File: src/hdl/erb_pkg.sv
// Package for the escape-filtering ring buffer.
// Holds command codes, filter constants and the queue entry type.
// No dependencies.
package erb_pkg;

  localparam int CMD_W = 2;
  localparam int LEN_W = 16;
  localparam int BYTE_W = 8;
  localparam int CFG_W = 11;
  localparam int OCC_W = 10;

  localparam logic [CMD_W-1:0] CMD_PUSH  = 2'd0;
  localparam logic [CMD_W-1:0] CMD_POP   = 2'd1;
  localparam logic [CMD_W-1:0] CMD_CLEAR = 2'd2;

  localparam logic [BYTE_W-1:0] CHAR_ESC = 8'h1b;
  localparam logic [BYTE_W-1:0] CHAR_CR  = 8'h0d;
  localparam logic [BYTE_W-1:0] CHAR_NUL = 8'h00;

  // Operations handed from the front to the back.
  typedef enum logic [2:0] {
    OP_STORE = 3'd0,  // accepted push, byte written
    OP_ACK   = 3'd1,  // accepted push, byte filtered out
    OP_NOP   = 3'd2,  // refused push or unknown command
    OP_POP   = 3'd3,
    OP_CLEAR = 3'd4
  } op_t;

  typedef struct packed {
    op_t               op;
    logic [BYTE_W-1:0] data;
  } q_entry_t;

endpackage

File: src/hdl/erb_queue.sv
// Two-entry queue between the front end and the ring engine.
// Depends on erb_pkg.
module erb_queue (
  input  logic              clk,
  input  logic              rst,
  input  erb_pkg::q_entry_t push_entry,
  input  logic              push,
  output logic              push_ready,
  output erb_pkg::q_entry_t pop_entry,
  output logic              pop_valid,
  input  logic              pop
);
  import erb_pkg::*;

  q_entry_t   slots [2];
  logic       wr_idx;
  logic       rd_idx;
  logic [1:0] count;

  assign push_ready = (count != 2'd2);
  assign pop_valid  = (count != 2'd0);
  assign pop_entry  = slots[rd_idx];

  always_ff @(posedge clk) begin
    if (push) slots[wr_idx] <= push_entry;
  end

  always_ff @(posedge clk) begin
    if (rst) begin
      wr_idx <= 1'b0;
      rd_idx <= 1'b0;
      count  <= 2'd0;
    end else begin
      if (push) wr_idx <= ~wr_idx;
      if (pop)  rd_idx <= ~rd_idx;
      unique case ({push, pop})
        2'b10:   count <= count + 2'd1;
        2'b01:   count <= count - 2'd1;
        default: count <= count;
      endcase
    end
  end

  assert property (@(posedge clk) disable iff (rst) count != 2'd3)
    else $error("queue count out of range");
  assert property (@(posedge clk) disable iff (rst) (count == 2'd0) |-> !pop)
    else $error("queue pop while empty");
  assert property (@(posedge clk) disable iff (rst) (count == 2'd2) |-> !push)
    else $error("queue push while full");

endmodule

File: config.mk
export PLATFORM = sky130hd
export DESIGN_NAME = erb_queue
export DESIGN_NICKNAME = d
export VERILOG_FILES = /design/src/hdl/erb_pkg.sv /design/src/hdl/erb_queue.sv
export SDC_FILE = /design/constraint.sdc
export NUM_CORES = 1
export LEC_CHECK = 0
export ABC_AREA = 0
export BUFFER_PORTS_ARGS = -buffer_cell sky130_fd_sc_hd__buf_2
export CAP_MARGIN = 20
export CORE_MARGIN = 5
export CORE_UTILIZATION = 49
export CTS_CLUSTER_SIZE = 16
export DETAILED_ROUTE_END_ITERATION = 10
export GPL_TIMING_DRIVEN = 0
export PLACE_DENSITY = 0.76
export SETUP_SLACK_MARGIN = 0.5
export SLEW_MARGIN = 20
export SYNTH_ARGS = -nofsm -noshare
export SYNTH_HDL_FRONTEND = slang
export SYNTH_SLANG_ARGS = --single-unit
File: constraint.sdc
create_clock -name clk -period 1.7 [get_ports clk]
set_clock_uncertainty 0.05 [all_clocks]
set_input_delay 0.085 -clock clk [delete_from_list [all_inputs] [get_ports clk]]
set_output_delay 0.085 -clock clk [all_outputs]
set_load 0.03 [all_outputs]
==> impl_metrics.toml <==
[logic_synthesis]
mappedNetlistArea_um2 = 995
synth_warnings = 0
post_synth_inst_count = 56
synth_cell_types = 16
synthesis.nets = 72
synthesis_stage_register_bit_count = 27
synth_sequential_area_ratio = 0.765
synthesis.area_per_instance_um2 = 17.8

[clock_network]
cts.htree.levels = 1
clk_latency_ps = 300
clock_transition_at_the_register_clock_pins_on_the_worst_setup_and_hold_paths_after_cts_ps = 130
tritoncts = "built"
cts.sink_count = 27
cts-buffers-inserted = 3
clock-root-buffer = "sky130_fd_sc_hd__clkbuf_4"
ctsLongestPathBuffers = 2

[power_and_ir_drop]
seqPwrFrac = 0.561
total_power_uw = 1400
intPower_uw = 1050
power.static_leakage_uw = 0.000606
irDropWorstVdd_v = 0.000709
clk_network_pwr_share = 0.182
power_per_cell_area_nw_per_um2 = 934
pwr-share-comb = 0.257
power_switching_share = 0.252
switchingPower_uw = 353

[timing]
setup_repair_after_global_routing_missed_its_margin = "true"
final_max_slew_viol_count = 0
number_of_setup_violations_in_the_final_report = 0
fin_setup_tns_ps = 0
report.final.hold_viol_count = 0
fin_hold_ws_ps = 13.3
relSlewSlack = 0.773
fin_crit_sh = 0.827
worstMarginPinSlew_ps = 340
max_freq_ghz = 0.711
finalWorstPathRequiredPeriod_ps = 1410

[final_layout]
seq_area_um2 = 767
syn_to_final_growth_pct = 50.6
fillCellCount = 129
multiInputGateArea_um2 = 282
post_layout_nonfiller_instances = 131
n_antenna_cell = 0
num-nets-final = 121
layout-drive-gt1-share = 0.510

[placement]
place_inst = 110
finalWeightedCongestion = 0.629
portBuffers = 27
detailed_place_hpwl_um = 1140

[grt]
grt_first_pass_wirelength_um = 2700
grt-ovfl-total = 0
antenna_found_initial = 0
grt_pass1_vias = 651
grt_max_degree = 15
global_route.usage.total = 0.128

[drt]
wl_per_cell_um = 13.5
vias = 606
drt_iter0_drc = 4
route.antenna.remaining_nets = 0
totalWireLength_um = 1780
drc_violations_left = 0
viasPerCell = 4.63
first_pass_iters = 2

[critical_path]
crit_chain = "buf_6 > mux2_4 > buf_6"
start_kind = "flip-flop"
path_delay_family = "flip-flops"
critical-path-slowest-cell = "sky130_fd_sc_hd__dfxtp_4"
critical_path.endpoint_type = "output port"
buf_inv_stages_crit_path = 2
path_max_fanout = 5
worst_path_most_repeated_cell = "sky130_fd_sc_hd__buf_6"
worstSetupPathType = "reg -> out"
worst_ep_required_time_ps = 1560
worstPathArrival_ps = 1270
critical-path-max-stage-delay_ps = 390

[die]
std_cell_rows = 16
boundaryPins = 28
core_region_area_um2 = 1940
die_y_um = 55.1
floorplan_die_area_um2 = 3030
die_w_um = 55.1
effective_utilization_at_floorplan = 0.512

[min_path]
hp-class = "in -> reg"

[run_status]
status = "finished, final reports clean"

[flow_run]
max-cap-violations = 0
cells by family (layout without fill, tap and decap cells):
logic type | Yosys count | after routing | share of synthesized area
mux | 11 | 11 | 0.125
fa+ha+maj | 1 | 1 | 0.0126
xor+xnor | 4 | 4 | 0.0352
compound gates | 2 | 2 | 0.0101
flops | 27 | 27 | 0.765
buf+inv | 2 | 50 | 0.00880
simple gates | 9 | 9 | 0.0440
metrics by stage:
| stage | worst slack [ps] | utilization | instance area, um2 |
|---|---|---|---|
| 3_3_place_gp | 426 | 0.601 | 1170 |
| 6_report | 294 | 0.771 | 1500 |
| 3_5_place_dp | 429 | 0.601 | 1170 |
| 2_1_floorplan | 590 | - | 997 |
| 5_1_grt | 240 | 0.771 | 1500 |
| 4_1_cts | 273 | 0.769 | 1490 |
cells in the final DEF (no fill, tap or decap):
cell,n
sky130_fd_sc_hd__edfxtp_1,22
sky130_fd_sc_hd__or2_4,1
sky130_fd_sc_hd__dlygate4sd3_1,13
sky130_fd_sc_hd__buf_2,15
sky130_fd_sc_hd__ha_1,1
sky130_fd_sc_hd__dfxtp_2,2
sky130_fd_sc_hd__nor2_1,4
sky130_fd_sc_hd__dfxtp_1,2
sky130_fd_sc_hd__o21ai_0,1
sky130_fd_sc_hd__a21oi_2,1
sky130_fd_sc_hd__mux2_4,11
sky130_fd_sc_hd__xnor2_1,3
sky130_fd_sc_hd__buf_4,3
sky130_fd_sc_hd__inv_1,1
sky130_fd_sc_hd__and2_2,1
sky130_fd_sc_hd__clkbuf_1,1
sky130_fd_sc_hd__clkbuf_4,3
sky130_fd_sc_hd__nor2_4,1
sky130_fd_sc_hd__dfxtp_4,1
sky130_fd_sc_hd__xor2_1,1
sky130_fd_sc_hd__nand2b_1,1
sky130_fd_sc_hd__or3_1,1
sky130_fd_sc_hd__buf_6,14
flip-flops by register name, summed over array words and instances, names as in the netlist, named ones only:
name    cells
wr_idx      1
rd_idx      1
slots      22
count       2
worst register-to-register path: stages (launching register included):
cell	delay (ps)
sky130_fd_sc_hd__dfxtp_2	350
sky130_fd_sc_hd__buf_4	130
sky130_fd_sc_hd__xnor2_1	120
sky130_fd_sc_hd__or3_1	320
sky130_fd_sc_hd__a21oi_2	140
synthesized netlist by cell type, drive strengths merged:
cell,n,area [um2]
o21ai,1,5.00
nand2b,1,6.26
buf,1,5.00
mux2,11,124
or2,1,6.26
ha,1,12.5
xnor2,3,26.3
a21oi,1,5.00
inv,1,3.75
or3,1,6.26
and2,1,6.26
edfxtp,22,661
xor2,1,8.76
nor2,5,18.8
dfxtp,5,100
layer usage:
layer	global-route usage	part of all wire
met2	0.256	0.58
met1	0.132	0.38
met4	0.0364	0
met5	0	0
met3	0.0241	0.047
cell type report:
| class | instances | area share |
|---|---|---|
| clock buffers | 4 | 0.0175 |
| multi-input cells | 27 | 0.188 |
| plain buffers | 1 | 0.00752 |
| well taps | 27 | 0.0226 |
| repair buffers | 44 | 0.250 |
| flip-flops and latches | 27 | 0.512 |
| inverters | 1 | 0.00251 |
repair_timing:
item | CTS | global route
pin swaps | 0 | 0
endpoints found under the setup margin | 34 | 12
gates cloned | 1 | 0
endpoints found under the hold margin | 27 | 0
resized for setup | 46 | 1
hold buffers | 13 | 0
setup buffers | 3 | 0
power by group through the flow:
stage | sequential, uW | clock [uW] | combinational, uW
after floorplan | 793 | 0 | 167
after global placement | 795 | 0 | 231
after detailed placement | 798 | 0 | 236
after CTS | 786 | 266 | 360
after global routing | 791 | 291 | 380
final | 786 | 254 | 360
worst paths after layout:
| path | from | end | slack, ps | cells past startpoint |
|---|---|---|---|---|
| min | pop | rd_idx | 10 | 3 |
| max reg2reg | count[0] | count[1] | 520 | 4 |
| max | flip-flop | pop_entry[5] | 290 | 3 |
| min reg2reg | rd_idx | rd_idx | 510 | 2 |
(Power assumes the default switching activity.)
