**src/hdl/erb_pkg.sv**
```systemverilog
// Package for the escape-filtering ring buffer.
// Holds command codes, filter constants and the queue entry type.
// No dependencies.
package erb_pkg;

  localparam int CMD_W = 2;
  localparam int LEN_W = 16;
  localparam int BYTE_W = 8;
  localparam int CFG_W = 11;
  localparam int OCC_W = 10;

  localparam logic [CMD_W-1:0] CMD_PUSH  = 2'd0;
  localparam logic [CMD_W-1:0] CMD_POP   = 2'd1;
  localparam logic [CMD_W-1:0] CMD_CLEAR = 2'd2;

  localparam logic [BYTE_W-1:0] CHAR_ESC = 8'h1b;
  localparam logic [BYTE_W-1:0] CHAR_CR  = 8'h0d;
  localparam logic [BYTE_W-1:0] CHAR_NUL = 8'h00;

  // Operations handed from the front to the back.
  typedef enum logic [2:0] {
    OP_STORE = 3'd0,  // accepted push, byte written
    OP_ACK   = 3'd1,  // accepted push, byte filtered out
    OP_NOP   = 3'd2,  // refused push or unknown command
    OP_POP   = 3'd3,
    OP_CLEAR = 3'd4
  } op_t;

  typedef struct packed {
    op_t               op;
    logic [BYTE_W-1:0] data;
  } q_entry_t;

endpackage

```
**src/hdl/erb_ifs.sv**
```systemverilog
// Channel interfaces for the escape-filtering ring buffer.
// Depends on erb_pkg for field widths.
interface erb_in_if;
  logic                          valid;
  logic                          ready;
  logic [erb_pkg::CMD_W-1:0]     command;
  logic [erb_pkg::LEN_W-1:0]     message_length;
  logic [erb_pkg::BYTE_W-1:0]    data_in;
  modport source (output valid, command, message_length, data_in, input ready);
  modport sink   (input valid, command, message_length, data_in, output ready);
endinterface


```
**src/hdl/erb_front.sv**
```systemverilog
// Front end: accepts requests, checks length, runs the escape filter.
// Depends on erb_pkg and erb_in_if; feeds erb_queue.
module erb_front #(
  parameter int RW = 11
) (
  input  logic              clk,
  input  logic              rst,
  erb_in_if.sink            in_ch,
  input  logic [RW-1:0]     ring_size,
  output erb_pkg::q_entry_t q_entry,
  output logic              q_push,
  input  logic              q_ready
);
  import erb_pkg::*;

  localparam int LW = (RW > LEN_W) ? RW : LEN_W;

  logic in_escape;
  logic in_escape_next;
  logic len_ok;
  logic is_letter;
  op_t  op;

  assign in_ch.ready = q_ready;
  assign q_push      = in_ch.valid && q_ready;
  assign len_ok      = LW'(in_ch.message_length) < LW'(ring_size);
  assign is_letter   = (in_ch.data_in >= 8'h61 && in_ch.data_in <= 8'h7a) ||
                       (in_ch.data_in >= 8'h41 && in_ch.data_in <= 8'h5a);

  always_comb begin
    op             = OP_NOP;
    in_escape_next = in_escape;
    unique case (in_ch.command)
      CMD_PUSH: begin
        if (len_ok) begin
          if (in_ch.data_in == CHAR_ESC) begin
            in_escape_next = 1'b1;
            op             = OP_ACK;
          end else if (in_escape) begin
            if (is_letter) in_escape_next = 1'b0;
            op = OP_ACK;
          end else if (in_ch.data_in == CHAR_CR || in_ch.data_in == CHAR_NUL) begin
            op = OP_ACK;
          end else begin
            op = OP_STORE;
          end
        end
      end
      CMD_POP:   op = OP_POP;
      CMD_CLEAR: op = OP_CLEAR;
      default:   op = OP_NOP;
    endcase
  end

  assign q_entry.op   = op;
  assign q_entry.data = in_ch.data_in;

  always_ff @(posedge clk) begin
    if (rst) begin
      in_escape <= 1'b0;
    end else if (q_push) begin
      in_escape <= in_escape_next;
    end
  end

endmodule

```
**src/flat_wrapper.sv**
```systemverilog
// flat-port wrapper written by rule: the top's interface ports become plain ports
module erb_front_flat import erb_pkg::*;
#(
  parameter int RW = 11
)
  (clk, rst, ring_size, q_entry, q_push, q_ready, in_ch_valid, in_ch_command, in_ch_message_length, in_ch_data_in, in_ch_ready);
  erb_in_if in_ch_i ();
  input  logic clk;
  input  logic rst;
  input  logic [RW-1:0] ring_size;
  output erb_pkg::q_entry_t q_entry;
  output logic q_push;
  input  logic q_ready;
  input wire logic [$bits(in_ch_i.valid)-1:0] in_ch_valid;
  input wire logic [$bits(in_ch_i.command)-1:0] in_ch_command;
  input wire logic [$bits(in_ch_i.message_length)-1:0] in_ch_message_length;
  input wire logic [$bits(in_ch_i.data_in)-1:0] in_ch_data_in;
  output wire logic [$bits(in_ch_i.ready)-1:0] in_ch_ready;
  assign in_ch_i.valid = in_ch_valid;
  assign in_ch_i.command = in_ch_command;
  assign in_ch_i.message_length = in_ch_message_length;
  assign in_ch_i.data_in = in_ch_data_in;
  assign in_ch_ready = in_ch_i.ready;
  erb_front #(.RW(RW)) u_core (.clk(clk), .rst(rst), .in_ch(in_ch_i), .ring_size(ring_size), .q_entry(q_entry), .q_push(q_push), .q_ready(q_ready));
endmodule
```
**config.mk**
```make
export PLATFORM = sky130hd
export DESIGN_NAME = erb_front_flat
export DESIGN_NICKNAME = d
export VERILOG_FILES = /design/src/hdl/erb_pkg.sv /design/src/hdl/erb_ifs.sv /design/src/hdl/erb_front.sv /design/src/flat_wrapper.sv
export SDC_FILE = /design/constraint.sdc
export NUM_CORES = 1
export LEC_CHECK = 0
export ABC_AREA = 1
export BUFFER_PORTS_ARGS = -buffer_cell sky130_fd_sc_hd__clkbuf_2
export CORE_MARGIN = 2
export CORE_UTILIZATION = 39
export CTS_BUF_LIST = sky130_fd_sc_hd__clkbuf_4 sky130_fd_sc_hd__clkbuf_8 sky130_fd_sc_hd__clkbuf_16
export CTS_CLUSTER_DIAMETER = 150
export DETAILED_ROUTE_END_ITERATION = 12
export GPL_TIMING_DRIVEN = 0
export PLACE_DENSITY = 0.85
export SLEW_MARGIN = 10
export SYNTH_ARGS = -nofsm -noshare
export SYNTH_HDL_FRONTEND = slang
export SYNTH_SLANG_ARGS = --single-unit
```
**constraint.sdc**
```tcl
create_clock -name clk -period 2.4 [get_ports clk]
set_input_delay 0.48 -clock clk [delete_from_list [all_inputs] [get_ports clk]]
set_output_delay 0.48 -clock clk [all_outputs]
set_load 0.05 [all_outputs]
```
==> results.yml, run 1 <==
routing:
  drt_iter0_drc: 0
  routed_wl_um: 1425
  drc_errors: 0
  wl_per_cell_um: 8.432
  via_count: 761
  dr.pass1.iters: 1
  viasPerCell: 4.503
  ant_nets: 0
worst_setup_path:
  crit_required_ns: 1.92
  ff2ff_setup_slack_ns: 1.45
  endpoint_kind: "output pin"
  cp_max_fo: 3
  slowest_stage: "ha_1"
  r2r_cells: 6
  worstPathCellList: "clkbuf_2 > inv_1 > ha_1 > a21oi_1 > nor2_1 > nor3_2 > nand2_1 > nand2_1 > nand2_1 > a21oi_1 > inv_1 > buf_2"
  critPathCapture: "q_entry[9]"
  crit_path_start_kind: "input pin"
  critPathLaunch: "ring_size[5]"
  arrival_ns: 1.76
  reg2reg_from: "u_core.in_escape"
  cp_common_cell: "nand2_1"
  path_class: "in2out"
  critPathMaxStageDelay_ns: 0.28
  timing.rr.end: "u_core.in_escape"
cells_and_area:
  top_register: "u_core.in_escape"
  drive_gt1_frac: 0.4481
  n_antenna_cell: 0
  final_nets: 207
  top_regs: "u_core.in_escape: 1 flops"
  regArea_um2: 20.02
  largest_reg_flops: 1
  area_growth_pct: 51.09
  multi_input_area_um2: 390.4
  fillCellCount: 122
sta:
  rsz0062_at_grt: "no"
  setup_viol: 0
  max_freq_mhz: 445.6
  tns_ns: 0
  period_share: 0.9350
  slew_headroom: 0.7716
  worst_slew_pin_slew_ns: 0.3395
  hold_viol: 0
  drv_slew: 0
  skew_ns: 0
  fin_crit_ns: 2.244
  fin_ws_ns: 0.1560
power:
  p_int_w: 0.00008125
  comb_power_share: 0.902
  switchingPower_w: 0.00009235
  max-vdd-ir-drop_mv: 0.08083
  p_total_w: 0.0001736
  pwr-share-seq: 0.098
  p_leak_nw: 0.6049
  power_frac_clock: 0
  switching_share: 0.5320
  powerDensity_nw_per_um2: 199.6
clock_network:
  post_cts_buffers: 0
  postCtsHoldBufs: 0
  cts.clk_slew.worst_paths_ns: 0
  clock_latency_ns: 0
floorplanning:
  io_pins: 54
  dieWidth_um: 42.42
  die_h_um: 42.42
  dieArea_um2: 1799
  row_count: 13
  start_util: 0.4315
  core_area_um2: 1334
synth:
  yosysWarnings: 0
  syn_area_per_cell_um2: 5.699
  ys_async_sr_fraction: 0
  synth.distinct_cells: 21
  ys_seq_elements: 1
  synthTopCellsByArea: "ha_1 (22%), nand2_1 (16%), inv_1 (16%), buf_4 (12%), nor2_1 (5.9%)"
  seq_area_frac_synth: 0.03478
  synthFlopType: "dfxtp_1"
  synth_edf_count: 0
  post-synth-top-count-cell: "nand2_1"
  synth_fp_nets: 152
  syn-cell-area_um2: 575.6
  synth_top_cell_by_area: "ha_1"
  netlist_instances: 101
  netlist.area_leader.share: 0.2174
  synth_commonest_cells: "nand2_1 (25), inv_1 (24), ha_1 (10)"
global_route:
  grt_pass1_vias: 718
  antenna_found_initial: 0
  grt_pass1_wl_um: 2525
  grt_max_degree: 6
  track_usage: 0.1667
  gr-total-overflow: 0
hold_path:
  hold_class: "reg2reg"
flow_run:
  max_cap_viol_count: 0
placed_design:
  pre_cts_ws_ns: 0.06408
  port_buffers: 53
  dp_hpwl_um: 1365
  place.gp.congestion: 0.7830
status:
  status: "completed"
-- power by group through the flow --
| stage | Clock (W) | Combinational, W | Sequential (W) |
|---|---|---|---|
| CTS | 0 | 0.000157 | 0.0000170 |
| global route | 0 | 0.000176 | 0.0000170 |
| global placement | 0 | 0.000151 | 0.0000170 |
| finish | 0 | 0.000157 | 0.0000170 |
| floorplan | 0 | 0.000100 | 0.0000170 |
| detailed placement | 0 | 0.000156 | 0.0000170 |
-- stage by stage --
stage               hold WS (ns)  area, um^2  utilization  std cells
floorplan                 0.4882       579.3            -        101
global placement          0.5108       863.3       0.6473        169
detailed placement        0.5111       863.3       0.6473        169
CTS                       0.5111       863.3       0.6473        169
global route              0.5459       869.6       0.6520        169
finish                    0.5056       869.6       0.6520        169
-- worst max-delay path, delay by kind of cell --
family	cells	cell delay, ns
fa+ha+maj	1	0.28
compound gates	2	0.27
simple gates	5	0.37
buf+inv	4	0.35
-- how the worst min path moves through the flow --
stage / start / to / slack (ns) / cells after the start
2_1_floorplan: u_core.in_escape / u_core.in_escape / 0.49 / 4
6_report: u_core.in_escape / u_core.in_escape / 0.51 / 4
3_3_place_gp: u_core.in_escape / u_core.in_escape / 0.51 / 4
4_1_cts: u_core.in_escape / u_core.in_escape / 0.51 / 4
5_1_grt: u_core.in_escape / u_core.in_escape / 0.55 / 4
3_5_place_dp: u_core.in_escape / u_core.in_escape / 0.51 / 4
-- cell type report --
class | instances | area share
Buffer | 9 | 0.07770
Inverter | 27 | 0.1165
Multi-Input combinational cell | 64 | 0.4489
Sequential cell | 1 | 0.02302
Tap cell | 15 | 0.02158
Timing Repair Buffer | 53 | 0.3122
-- cell families (layout without fill, tap and decap cells) --
group,Yosys count,count (layout),synth area share
AOI/OAI and AO/OA,8,8,0.07172
adders and majority gates,10,10,0.2174
DFF,1,1,0.03478
buffers and inverters,36,89,0.2935
and+or+nand+nor,46,46,0.3826
-- layout by cell type (no fill, tap or decap), types with 4 or more instances in the layout --
cell type  count
a21oi_1        4
buf_4          9
clkbuf_2      51
ha_1          10
inv_1         24
nor2_1         9
nand2_1       25
-- what timing repair did --
| action | in CTS | in global routing |
|---|---|---|
| endpoints found under the setup margin | 0 | 2 |
| resized for setup | 0 | 5 |
| hold endpoints to repair | 0 | 0 |
-- metal layers --
metal / global-route usage / part of all wire / vias to the layer above / wire [um]
li1: - / - / 409 / -
met1: 0.1501 / 0.36 / 322 / 513
met2: 0.3938 / 0.56 / 30 / 805
met3: 0.008621 / 0.074 / 0 / 106
met4: 0.006250 / 0 / 0 / 0
met5: 0 / 0 / - / 0
Power figures use the tool's default switching activity.
==> run 2: changes to the inputs <==
--- a/config.mk
+++ b/config.mk
@@ -14,6 +14,7 @@
 export DETAILED_ROUTE_END_ITERATION = 12
 export GPL_TIMING_DRIVEN = 0
 export PLACE_DENSITY = 0.85
+export REMOVE_ABC_BUFFERS = 1
 export SLEW_MARGIN = 10
 export SYNTH_ARGS = -nofsm -noshare
 export SYNTH_HDL_FRONTEND = slang
==> results.yml, run 2 (synthesized netlist as in run 1, its figures left out) <==
status:
  status: "completed"
cells_and_area:
  final_nets: 198
  top_regs: "u_core.in_escape: 1 flops"
  regArea_um2: 20.02
  area_growth_pct: 38.70
  n_antenna_cell: 0
  largest_reg_flops: 1
  fin_util: 0.5985
  top_register: "u_core.in_escape"
  multi_input_area_um2: 390.4
  drive_gt1_frac: 0.4138
  layout_commonest_cell: "clkbuf_2"
  layout_common_cells: "clkbuf_2 (51), nand2_1 (25), inv_1 (24), ha_1 (10), nor2_1 (9)"
  fillCellCount: 147
  finish.instance_area_um2: 798.3
routing:
  drt_iter0_drc: 3
  routed_wl_um: 1359
  ant_nets: 0
  wl_per_cell_um: 8.494
  viasPerCell: 4.375
  dr.pass1.iters: 4
  via_count: 700
  drc_errors: 0
worst_setup_path:
  endpoint_kind: "output pin"
  arrival_ns: 1.78
  crit_path_start_kind: "input pin"
  path_class: "in2out"
  ff2ff_setup_slack_ns: 1.48
  crit_required_ns: 1.92
  cp_max_fo: 3
sta:
  drv_slew: 0
  setup_viol: 0
  skew_ns: 0
  fin_crit_ns: 2.261
  period_share: 0.9420
  slew_headroom: 0.7769
  max_freq_mhz: 442.3
  hold_viol: 0
  hold_ws_ns: 0.5250
  worst_slew_pin_slew_ns: 0.3316
global_route:
  antenna_found_initial: 0
  grt_pass1_wl_um: 2325
  gr-total-overflow: 0
  grt_max_degree: 6
  grt_pass1_vias: 622
  track_usage: 0.1536
clock_network:
  cts-resized-gates: 0
  postCtsHoldBufs: 0
  post_cts_buffers: 0
  clock_latency_ns: 0
  cts.clk_slew.worst_paths_ns: 0
floorplanning:
  io_pins: 54
  core_area_um2: 1334
  row_count: 13
  start_util: 0.4315
  dieWidth_um: 42.42
  dieArea_um2: 1799
  die_h_um: 42.42
placed_design:
  place.gp.congestion: 0.7713
  port_buffers: 53
  dp_hpwl_um: 1271
  place_area_um2: 792.0
power:
  p_leak_nw: 0.5610
  powerDensity_nw_per_um2: 204.6
  switching_share: 0.5556
  comb_power_share: 0.896
  switchingPower_w: 0.00009074
  power_frac_clock: 0
  p_int_w: 0.00007257
  max-vdd-ir-drop_mv: 0.1130
  pwr-share-seq: 0.104
flow_run:
  max_cap_viol_count: 0
hold_path:
  hold_class: "reg2reg"
-- run 2: cell types whose count changed in the layout (fill, tap and decap cells not counted) --
cell | previous run | this run
buf_4 | 9 | 1
buf_6 | 1 | 0
-- run 2: path summary, 6_finish.rpt --
| kind | start | depth (start not counted) | to |
|---|---|---|---|
| min reg2reg | u_core.in_escape | 4 | u_core.in_escape |
| max | ring_size[5] | 11 | q_entry[8] |
| min | u_core.in_escape | 4 | u_core.in_escape |
| max reg2reg | u_core.in_escape | 6 | u_core.in_escape |
-- run 2: power groups by stage --
stage	clock network, W	registers (W)	logic (W)
floorplan	0	0.0000170	0.0000595
global placement	0	0.0000170	0.000140
detailed placement	0	0.0000170	0.000145
CTS	0	0.0000170	0.000145
global route	0	0.0000170	0.000163
finish	0	0.0000170	0.000146
-- run 2: worst max-delay path: stages --
cell	delay (ns)
clkbuf_2	0.08
inv_1	0.03
ha_1	0.30
a21oi_2	0.15
nor2_1	0.06
nor3_2	0.09
nand2_1	0.07
nand2_1	0.09
nand3_1	0.08
a21oi_1	0.14
buf_4	0.22
-- run 2: cell type report --
| class | instances | area share |
|---|---|---|
| Multi-Input combinational cell | 64 | 0.4890 |
| Tap cell | 15 | 0.02351 |
| Inverter | 27 | 0.1270 |
| Sequential cell | 1 | 0.02508 |
| Timing Repair Buffer | 53 | 0.3354 |
-- run 2: per-stage QoR --
| step | TNS (ns) | instances | setup WS, ns | total power [W] |
|---|---|---|---|---|
| floorplan | -0.1187 | 92 | -0.1187 | 0.00007648 |
| global placement | 0 | 160 | 0.1044 | 0.0001568 |
| detailed placement | 0 | 160 | 0.07892 | 0.0001616 |
| CTS | 0 | 160 | 0.07409 | 0.0001623 |
| global route | -0.03334 | 160 | -0.01733 | 0.0001800 |
| finish | 0 | 160 | 0.1391 | 0.0001633 |
-- run 2: per-layer routing --
metal | global-route usage | share of wire
met5 | 0 | 0
met4 | 0 | 0
met3 | 0 | 0.054
met2 | 0.3323 | 0.57
met1 | 0.1709 | 0.37
